<file path="config.mk">
export PLATFORM = sky130hd
export DESIGN_NAME = calendar_date_step
export DESIGN_NICKNAME = d
export VERILOG_FILES = /design/src/design/cdate_pkg.sv /design/src/design/calendar_date_step.sv
export VERILOG_INCLUDE_DIRS = /design/src /design/src/design
export SDC_FILE = /design/constraint.sdc
export NUM_CORES = 1
export LEC_CHECK = 0
export BUFFER_PORTS_ARGS = -buffer_cell sky130_fd_sc_hd__buf_2
export CAP_MARGIN = 20
export CORE_MARGIN = 2
export CORE_UTILIZATION = 40
export CTS_CLUSTER_SIZE = 25
export DETAILED_ROUTE_END_ITERATION = 6
export GPL_ROUTABILITY_DRIVEN = 0
export GPL_TIMING_DRIVEN = 0
export PLACE_DENSITY = 0.66
export SYNTH_ARGS = -nofsm -noshare
export SYNTH_HDL_FRONTEND = slang
export SYNTH_SLANG_ARGS = --single-unit
</file>
<file path="constraint.sdc">
create_clock -name aclk -period 8.9 [get_ports aclk]
set_clock_uncertainty 0.2 [all_clocks]
set_input_delay 0.445 -clock aclk [delete_from_list [all_inputs] [get_ports aclk]]
set_output_delay 0.445 -clock aclk [all_outputs]
set_load 0.02 [all_outputs]
</file>
<file path="src/design/calendar_date_step_macros.svh">
// assertion helpers for the calendar date step block
`ifndef CALENDAR_DATE_STEP_MACROS_SVH
`define CALENDAR_DATE_STEP_MACROS_SVH

// condition holds in the same cycle as the trigger
`define CDS_ASSERT_SAME(label, trig, cond) \
    label: assert property (@(posedge aclk) disable iff (!aresetn) (trig) |-> (cond)) \
        else $error("calendar_date_step: same-cycle check failed");

// condition holds in the cycle after the trigger
`define CDS_ASSERT_NEXT(label, trig, cond) \
    label: assert property (@(posedge aclk) disable iff (!aresetn) (trig) |=> (cond)) \
        else $error("calendar_date_step: next-cycle check failed");

`endif

</file>
<file path="src/design/cdate_pkg.sv">
package cdate_pkg;

    typedef enum logic [1:0] {
        REQ_LOAD = 2'd0,
        REQ_INC  = 2'd1,
        REQ_DEC  = 2'd2,
        REQ_NONE = 2'd3
    } req_t;

    typedef enum logic [1:0] {
        ST_IDLE,
        ST_MOD,
        ST_NORM,
        ST_DONE
    } state_t;

    localparam logic [3:0] MONTH_JAN = 4'd1;
    localparam logic [3:0] MONTH_FEB = 4'd2;
    localparam logic [3:0] MONTH_DEC = 4'd12;

    localparam logic [4:0] YEAR_MOD_BASE = 5'd25;
    localparam int unsigned RESET_YEAR = 1999;

    // days in month m; out-of-range months read as december
    function automatic logic [4:0] month_len(input logic [3:0] m, input logic leap);
        logic [4:0] len;
        unique case (m)
            4'd2:                 len = leap ? 5'd29 : 5'd28;
            4'd4, 4'd6, 4'd9, 4'd11: len = 5'd30;
            default:              len = 5'd31;
        endcase
        return len;
    endfunction

endpackage

</file>
<file path="src/design/calendar_date_step.sv">
// calendar date step: load, next day or previous day, one result beat per request
// step and unused code: after accept, the normalise state carries at most one month, then the result beat
// load: for k months carried (up to about 34) the result beat comes after these steps:
// the year mod 25 state, one pass per month on the shared add unit, then a final check
// not ready until the result beat is taken; next request accepted in the cycle after
// synchronous active-low reset gives 1 january 1999
`include "calendar_date_step_macros.svh"

module calendar_date_step #(
    parameter int LOAD_DAY_BITS = 11,
    parameter int YEAR_BITS     = 16
) (
    input  logic                     aclk,
    input  logic                     aresetn,
    input  logic                     s_valid,
    output logic                     s_ready,
    input  logic [1:0]               s_req_type,
    input  logic [LOAD_DAY_BITS-1:0] s_load_day,
    input  logic [3:0]               s_load_month,
    input  logic [15:0]              s_load_year,
    output logic                     m_valid,
    input  logic                     m_ready,
    output logic [4:0]               m_cur_day,
    output logic [3:0]               m_cur_month,
    output logic [15:0]              m_cur_year
);

    localparam int DW = LOAD_DAY_BITS + 1;
    // fraction width for the reciprocal of 25; five guard bits keep it exact
    localparam int FW = YEAR_BITS + 5;
    localparam int PW = FW + 5;
    localparam logic [FW-1:0] YEAR_REC =
        FW'(((64'd1 << FW) + 64'd24) / 64'd25);
    localparam logic [4:0] RESET_MOD =
        5'(cdate_pkg::RESET_YEAR % 25);
    localparam logic [4:0] YEAR_MAX_MOD =
        5'(((64'd1 << YEAR_BITS) - 64'd1) % 64'd25);
    localparam logic [YEAR_BITS-1:0] YEAR_MAX = {YEAR_BITS{1'b1}};

    cdate_pkg::state_t state_reg, state_next;
    logic signed [DW-1:0] day_reg, day_next;
    logic [3:0]           month_reg, month_next;
    logic [YEAR_BITS-1:0] year_reg, year_next;
    logic [4:0]           ymod_reg, ymod_next;
    logic [FW-1:0]        frac_reg, frac_next;

    logic                 leap;
    logic [4:0]           len_cur;
    logic [4:0]           len_prev;
    logic [3:0]           month_prev;
    logic signed [DW-1:0] len_cur_s;
    logic signed [DW-1:0] addend;
    logic signed [DW-1:0] day_sum;
    logic [PW-1:0]        mod_prod;
    logic [3:0]           load_month_clamped;
    logic                 go_up;
    logic                 go_down;
    logic                 date_ok;

    // y%100 == 0 is y%4 == 0 with y%25 == 0, y%400 likewise with y%16
    assign leap = (ymod_reg != 5'd0) ? (year_reg[1:0] == 2'd0) : (year_reg[3:0] == 4'd0);

    assign month_prev = (month_reg <= cdate_pkg::MONTH_JAN) ? cdate_pkg::MONTH_DEC
                                                             : month_reg - 4'd1;
    assign len_cur  = cdate_pkg::month_len(month_reg, leap);
    // stepping back into february never changes the year
    assign len_prev = cdate_pkg::month_len(month_prev, leap);
    assign len_cur_s = $signed({{(DW-5){1'b0}}, len_cur});

    assign go_up   = day_reg > len_cur_s;
    assign go_down = day_reg < $signed(DW'(1));

    // one shared adder for both directions of the carry
    assign addend  = go_down ? $signed({{(DW-5){1'b0}}, len_prev}) : -len_cur_s;
    assign day_sum = day_reg + addend;

    // fraction of year/25 times 25 gives the remainder in the top bits
    assign mod_prod = PW'(frac_reg) * PW'(cdate_pkg::YEAR_MOD_BASE);

    assign date_ok = (month_reg >= cdate_pkg::MONTH_JAN) && (month_reg <= cdate_pkg::MONTH_DEC)
                   && (day_reg >= $signed(DW'(1))) && (day_reg <= len_cur_s);

    always_comb begin
        if (s_load_month == 4'd0) begin
            load_month_clamped = cdate_pkg::MONTH_JAN;
        end else if (s_load_month > cdate_pkg::MONTH_DEC) begin
            load_month_clamped = cdate_pkg::MONTH_DEC;
        end else begin
            load_month_clamped = s_load_month;
        end
    end

    always_ff @(posedge aclk) begin
        if (!aresetn) begin
            state_reg <= cdate_pkg::ST_IDLE;
            day_reg   <= DW'(1);
            month_reg <= cdate_pkg::MONTH_JAN;
            year_reg  <= YEAR_BITS'(cdate_pkg::RESET_YEAR);
            ymod_reg  <= RESET_MOD;
            frac_reg  <= '0;
        end else begin
            state_reg <= state_next;
            day_reg   <= day_next;
            month_reg <= month_next;
            year_reg  <= year_next;
            ymod_reg  <= ymod_next;
            frac_reg  <= frac_next;
        end
    end

    always_comb begin
        state_next = state_reg;
        day_next   = day_reg;
        month_next = month_reg;
        year_next  = year_reg;
        ymod_next  = ymod_reg;
        frac_next  = frac_reg;
        unique case (state_reg)
            cdate_pkg::ST_IDLE: begin
                if (s_valid) begin
                    unique case (cdate_pkg::req_t'(s_req_type))
                        cdate_pkg::REQ_LOAD: begin
                            day_next   = $signed({s_load_day[LOAD_DAY_BITS-1], s_load_day});
                            month_next = load_month_clamped;
                            year_next  = YEAR_BITS'(s_load_year);
                            frac_next  = {5'd0, YEAR_BITS'(s_load_year)} * YEAR_REC;
                            state_next = cdate_pkg::ST_MOD;
                        end
                        cdate_pkg::REQ_INC: begin
                            day_next   = day_reg + DW'(1);
                            state_next = cdate_pkg::ST_NORM;
                        end
                        cdate_pkg::REQ_DEC: begin
                            day_next   = day_reg - DW'(1);
                            state_next = cdate_pkg::ST_NORM;
                        end
                        default: begin
                            state_next = cdate_pkg::ST_NORM;
                        end
                    endcase
                end
            end
            cdate_pkg::ST_MOD: begin
                // remainder by 25 of the loaded year
                ymod_next  = mod_prod[PW-1:FW];
                state_next = cdate_pkg::ST_NORM;
            end
            cdate_pkg::ST_NORM: begin
                priority if (go_up) begin
                    day_next = day_sum;
                    if (month_reg >= cdate_pkg::MONTH_DEC) begin
                        month_next = cdate_pkg::MONTH_JAN;
                        year_next  = year_reg + YEAR_BITS'(1);
                        if (year_reg == YEAR_MAX) begin
                            ymod_next = '0;
                        end else begin
                            ymod_next = (ymod_reg == cdate_pkg::YEAR_MOD_BASE - 5'd1)
                                      ? 5'd0 : ymod_reg + 5'd1;
                        end
                    end else begin
                        month_next = month_reg + 4'd1;
                    end
                end else if (go_down) begin
                    day_next   = day_sum;
                    month_next = month_prev;
                    if (month_reg <= cdate_pkg::MONTH_JAN) begin
                        year_next = year_reg - YEAR_BITS'(1);
                        if (year_reg == '0) begin
                            ymod_next = YEAR_MAX_MOD;
                        end else begin
                            ymod_next = (ymod_reg == 5'd0)
                                      ? cdate_pkg::YEAR_MOD_BASE - 5'd1 : ymod_reg - 5'd1;
                        end
                    end
                end else begin
                    state_next = cdate_pkg::ST_DONE;
                end
            end
            cdate_pkg::ST_DONE: begin
                if (m_ready) begin
                    state_next = cdate_pkg::ST_IDLE;
                end
            end
            default: begin
                state_next = cdate_pkg::ST_IDLE;
            end
        endcase
    end

    assign s_ready     = (state_reg == cdate_pkg::ST_IDLE);
    assign m_valid     = (state_reg == cdate_pkg::ST_DONE);
    assign m_cur_day   = day_reg[4:0];
    assign m_cur_month = month_reg;
    assign m_cur_year  = 16'(year_reg);

    `CDS_ASSERT_SAME(a_date_range, m_valid, date_ok)
    `CDS_ASSERT_SAME(a_one_in_flight, s_valid && s_ready, !m_valid)
    `CDS_ASSERT_NEXT(a_step_to_norm, s_valid && s_ready && cdate_pkg::req_t'(s_req_type) != cdate_pkg::REQ_LOAD, state_reg == cdate_pkg::ST_NORM)

endmodule
</file>
==> flow_metrics.tcl, run 1 <==
set metrics [dict create \
    status "finished, final reports clean" \
    hold_buffers 0 \
    setup_viol 0 \
    rows 59 \
    post-cts-setup-buffers 0 \
    drt_wl_total_um 25800 \
    finalCritPeriodShare_pct 68.2 \
    crit_type "primary input to flip-flop" \
    slew_headroom_pct 41.2 \
    start_util_pct 40.6 \
    slew_violations 0 \
    clock_latency_ps 350 \
    io_buffers 62 \
    antenna_cells 0 \
    drc 0 \
    final_util_pct 44.5 \
    cts_tree "built" \
    numClockSinks 60 \
    final.min_clock_period_ps 6070 \
    ant_nets 0 \
    grt_max_degree 24 \
    wl_per_cell_um 15.3 \
    synth_flop_cell "dfxtp_1" \
    fill_cells 2645 \
    antenna_found_initial 0 \
    crit_path_frequent_cell "fa_1" \
    yosys_warnings 0 \
    via_count 8927 \
    avgSynthCellArea_um2 8.24 \
    worstPathRequired_ps 8980 \
    grt_pass1_vias 8923 \
    die_x_um 166 \
    synth.area.top_cells "ha_1 23%, fa_1 17%, dfxtp_1 11%" \
    grt_first_pass_wirelength_um 43400 \
    synth-seq-cells 60 \
    ioPinCount 64 \
    gr-total-overflow 0 \
    reg2reg_from "ymod_reg[2]$_SDFFE_PN0P_" \
    core-area_mm2 0.0260 \
    yosysMostFrequentCell "inv_1" \
    crit_path_start "s_load_year[1]" \
    synth_nets 1606 \
    synth-edff-count 0 \
    largest_reg_flops 21 \
    holdCritStartpoint "s_load_day[6]" \
    syn-cell-area_mm2 0.0105 \
    cp.buffers_inverters 6 \
    synthToLayoutAreaGrowth_pct 9.70 \
    tns_ps 0 \
    cts_buffer_depth 2 \
    htree_levels 3 \
    worstPathMaxFanout 7 \
    hpwl_um 21000 \
    end_kind "flip-flop" \
    rsz0062_at_grt "false" \
    final_nets 1679 \
    clk_pin_slew_worst_paths_ps 60 \
    cts_resized 0 \
    syn_inst 1280 \
    drive_gt1_share_pct 7.81 \
    synth.top_cell.area_share_pct 23.4 \
    postPlaceCellArea_mm2 0.0113 \
    cts_root_buf "clkbuf_16" \
    max_clock_freq_mhz 165 \
    viasPerCell 5.28 \
    first_iter_violations 720 \
    grt_usage_pct 19.0 \
    synth_cell_type_count 71 \
    startpoint_type "primary input" \
    cts_buffers 9 \
    min_path_type "primary input to flip-flop" \
    critPathTopFamily "adder cells" \
    synth-seq-area-share_pct 11.4 \
    finalHoldViolations 0 \
    critPathArrivalTime_ps 6150 \
    design_area_mm2 0.0116 \
    yosys.area.top_type "ha_1" \
    synthTopCellsByCount "253 x inv_1, 197 x ha_1, 98 x nand2_1" \
    async_reset_ff_share_pct 0 \
    tightest_slew_ps 883 \
    die-area_mm2 0.0277 \
    crit_path_cell_trace "buf_2 -> fa_1 -> inv_1 -> fa_1 -> inv_1 -> fa_1 -> ha_1 -> fa_1 -> inv_1 -> fa_1 -> inv_1 -> ha_1 -> clkbuf_1 -> a21oi_1 -> o211ai_1 -> a41oi_1 -> o21ai_1 -> o31a_1 -> a211oi_1 -> mux2i_1 -> and3_1" \
    dr.pass1.iters 5 \
    die_y_um 166 \
    cp_slowest_cell "fa_1" \
    max-cap-violations 0 \
    cpPeakStageDelay_ps 710 \
]
-- final cells by class --
type                    instances  area, um^2  share of cell area [%]
clock buffers                  11         243                    2.10
repair buffers                 62         310                    2.68
multi-input cells             919        8170                    70.7
well taps                     335         419                    3.62
plain buffers                  47         216                    1.87
inverters                     254         953                    8.24
flip-flops and latches         60        1200                    10.4
clock inverters                 4        50.0                   0.433
-- path summary, 6_finish.rpt --
path / end / slack, ps / depth (start not counted)
max: frac_reg[20]$_SDFFE_PN0P_ / 2830 / 21
min: day_reg[6]$_SDFFE_PN0P_ / 250 / 3
max reg2reg: m_cur_year[15]$_SDFFE_PN0P_ / 3360 / 21
min reg2reg: frac_reg[0]$_SDFFE_PN0P_ / 280 / 2
-- through the flow --
step / hold WS, ps / cells / setup WS (ps)
detailed placement: 273 / 1677 / 2440
global placement: 269 / 1677 / 2500
global route: 266 / 1692 / 2530
floorplan: 254 / 1280 / 3240
CTS: 256 / 1692 / 2790
finish: 250 / 1692 / 2830
-- cells in the final DEF, fill, tap and decap left out, drive strengths merged, types with 15 or more instances in the layout --
| cell type | netlist | routed |
|---|---|---|
| a211oi | 16 | 16 |
| a21o | 18 | 18 |
| a21oi | 72 | 72 |
| a31oi | 18 | 18 |
| and3 | 16 | 16 |
| buf | 16 | 78 |
| clkbuf | 31 | 42 |
| dfxtp | 60 | 60 |
| fa | 92 | 92 |
| ha | 197 | 197 |
| inv | 254 | 254 |
| mux2i | 19 | 19 |
| nand2 | 99 | 99 |
| nand3 | 33 | 33 |
| nor2 | 66 | 66 |
| nor2b | 15 | 15 |
| o211ai | 18 | 18 |
| o21ai | 46 | 46 |
| xnor2 | 39 | 39 |
| xor2 | 17 | 17 |
-- routing by layer --
layer / vias to the layer above / track usage (%) / part of all wire, %
li1: 4469 / - / -
met1: 4210 / 25.5 / 47
met2: 218 / 32.6 / 47
met3: 30 / 2.31 / 4.4
met4: 0 / 4.76 / 1.5
met5: - / 0 / 0
-- worst register-to-register path: stages, from the launching register on --
cell	delay, ps
dfxtp_1	290
clkbuf_1	180
nor2_1	220
nand3_1	200
o21ai_0	420
a211oi_1	150
a21oi_1	250
inv_1	80
ha_1	270
nand2_1	50
o211ai_1	180
a21o_1	190
buf_6	140
buf_2	410
ha_1	370
a21o_1	210
a221oi_1	480
nand2b_1	190
a31oi_1	120
a311oi_1	370
mux2_2	380
a31oi_2	110
-- logic make-up (layout without fill, tap and decap cells) --
group	Yosys count	count (layout)	share of synthesized area, %
flip-flops	60	60	11.4
XOR/XNOR	56	56	4.65
buffers and inverters	301	378	11.1
multiplexers	21	21	2.12
adder cells (fa/ha/maj)	289	289	40.8
AO/OA/AOI/OAI	263	263	16.6
AND/OR/NAND/NOR	290	290	13.3
Power of run 1 is not shown: default switching activity piles up to over one toggle a cycle in this logic, so the estimate is an artifact.
==> run 2, diff against run 1 <==
==> constraint.sdc (replaced) <==
create_clock -name aclk -period 6 [get_ports aclk]
set_clock_uncertainty 0.2 [all_clocks]
set_input_delay 0.3 -clock aclk [delete_from_list [all_inputs] [get_ports aclk]]
set_output_delay 0.3 -clock aclk [all_outputs]
set_load 0.02 [all_outputs]
==> run 2 against run 1 <==
Compared with the run above:
- via count increased by 0.20%
- non-clock buffer count decreased by 1
- final cell count about the same
- global-route usage about the same
- critical path type unchanged
- hold slack got worse by 140 ps
- routed wire length about the same
- die area unchanged
- sequential share of layout area about the same
- flip-flop and latch count unchanged
==> flow_metrics.tcl, run 2 (synthesis gave the netlist of run 1 again) <==
set metrics [dict create \
    status "finished, final reports clean" \
    die_y_um 166 \
    cts_buffers 9 \
    cts_tree "built" \
    critPathCapture "frac_reg[20]$_SDFFE_PN0P_" \
    startpoint_type "primary input" \
    antenna_found_initial 0 \
    first_iter_violations 774 \
    viasPerCell 5.29 \
    ant_nets 0 \
    htree_levels 3 \
    reg2reg_from "ymod_reg[2]$_SDFFE_PN0P_" \
    cpPeakStageDelay_ps 670 \
    max_clock_freq_mhz 177 \
    clk_pin_slew_worst_paths_ps 60 \
    layout_common_cells "253 x inv_1, 197 x ha_1, 98 x nand2_1" \
    finalHoldViolations 0 \
    r2r_cells 21 \
    die-area_mm2 0.0277 \
    die_x_um 166 \
    grt_first_pass_wirelength_um 43400 \
    fill_cells 2644 \
    final.min_clock_period_ps 5650 \
    drive_gt1_share_pct 8.04 \
    start_util_pct 40.6 \
    layout_commonest_cell "inv_1" \
    grt_usage_pct 19.0 \
    dr.pass1.iters 5 \
    ioPinCount 64 \
    slew_headroom_pct 40.7 \
    cts_root_buf "clkbuf_16" \
    drc 0 \
    final_cells 1691 \
    clock_latency_ps 350 \
    finalCritPeriodShare_pct 94.2 \
    worstPathMaxFanout 7 \
    largest_reg_flops 21 \
    seq_area_mm2 0.00120 \
    critPathTopFamily "adder cells" \
    crit_type "primary input to flip-flop" \
    cp_slowest_cell "fa_2" \
    core-area_mm2 0.0260 \
    hold_buffers 0 \
    synthToLayoutAreaGrowth_pct 9.77 \
    final_util_pct 44.5 \
    critPathArrivalTime_ps 5740 \
    dp.cells 1677 \
    via_count 8945 \
    worstPathRequired_ps 6080 \
    slew_violations 0 \
    rr_endpoint "m_cur_year[15]$_SDFFE_PN0P_" \
    tightest_slew_ps 890 \
    hpwl_um 21000 \
    io_buffers 62 \
    antenna_cells 0 \
    max-cap-violations 0 \
    setup_viol 0 \
    rsz0062_at_grt "false" \
    cp.buffers_inverters 5 \
    end_kind "flip-flop" \
    final_nets 1678 \
    numClockSinks 60 \
    drt_wl_total_um 25800 \
    crit_path_start "s_load_year[1]" \
    critical_path_depth 20 \
    regToRegSetupSlack_ps 490 \
    grt_pass1_vias 8912 \
    wl_per_cell_um 15.3 \
    min_path_type "primary input to flip-flop" \
    crit_path_cell_trace "buf_2 -> fa_2 -> inv_1 -> fa_1 -> inv_1 -> fa_1 -> ha_1 -> fa_1 -> inv_1 -> fa_1 -> inv_1 -> ha_1 -> a21oi_2 -> o211ai_1 -> a41oi_1 -> o21ai_1 -> o31a_1 -> a211oi_2 -> mux2i_1 -> and3_1" \
    rows 59 \
    cts_buffer_depth 2 \
    grt_max_degree 24 \
    multi_input_area_mm2 0.00818 \
    gr-total-overflow 0 \
]
-- run 2: metrics by stage --
stage	setup TNS [ps]	cell area, um^2	worst slack, ps	hold slack (ps)
3_3_place_gp	-646	11300	-259	269
2_1_floorplan	0	10500	483	236
4_1_cts	0	11600	38.6	111
6_report	0	11600	346	107
5_1_grt	0	11600	106	122
3_5_place_dp	-898	11300	-317	273
-- run 2: how the worst min path moves through the flow --
| stage | startpoint | end | slack [ps] | depth (start not counted) |
|---|---|---|---|---|
| floorplan | s_load_year[0] | frac_reg[0]$_SDFFE_PN0P_ | 240 | 2 |
| global placement | frac_reg[0]$_SDFFE_PN0P_ | frac_reg[0]$_SDFFE_PN0P_ | 270 | 2 |
| detailed placement | frac_reg[0]$_SDFFE_PN0P_ | frac_reg[0]$_SDFFE_PN0P_ | 270 | 2 |
| CTS | s_load_day[6] | day_reg[6]$_SDFFE_PN0P_ | 110 | 3 |
| global route | s_load_day[6] | day_reg[6]$_SDFFE_PN0P_ | 120 | 3 |
| finish | s_load_day[6] | day_reg[6]$_SDFFE_PN0P_ | 110 | 3 |
-- run 2: area by class of cell --
class,instances,area share (%)
multi-input cells,919,70.7
repair buffers,62,2.68
clock inverters,4,0.432
flip-flops and latches,60,10.4
plain buffers,46,1.84
well taps,335,3.62
inverters,254,8.24
clock buffers,11,2.10
-- run 2: routing by layer --
metal / up-vias / track usage, % / wire [um] / share of wire [%]
li1: 4464 / - / - / -
met3: 30 / 2.14 / 1150 / 4.4
met5: - / 0 / 0 / 0
met1: 4220 / 25.6 / 12100 / 47
met2: 231 / 32.6 / 12200 / 47
met4: 0 / 4.65 / 365 / 1.4
-- run 2: repair_timing --
item / 4_1_cts / 5_1_grt
buffers inserted: 0 / 0
gates resized for setup: 0 / 3
hold endpoints to repair: 0 / 0
setup endpoints to repair: 0 / 4
-- run 2: worst register-to-register path, cell delays in order (launching register included) --
cell and delay [ps]:
dfxtp_1 290, clkbuf_1 170, nor2_1 210, nand3_1 190, o21ai_0 410, a211oi_1 140
a21oi_1 250, inv_1 80, ha_1 270, nand2_1 50, o211ai_1 180, a21o_1 190
buf_6 140, buf_2 410, ha_1 400, and3_1 220, a221oi_1 450, nand2b_1 190
a31oi_1 130, a311oi_1 370, mux2_2 380, a31oi_2 110
Power of run 2 is left out for the same reason.
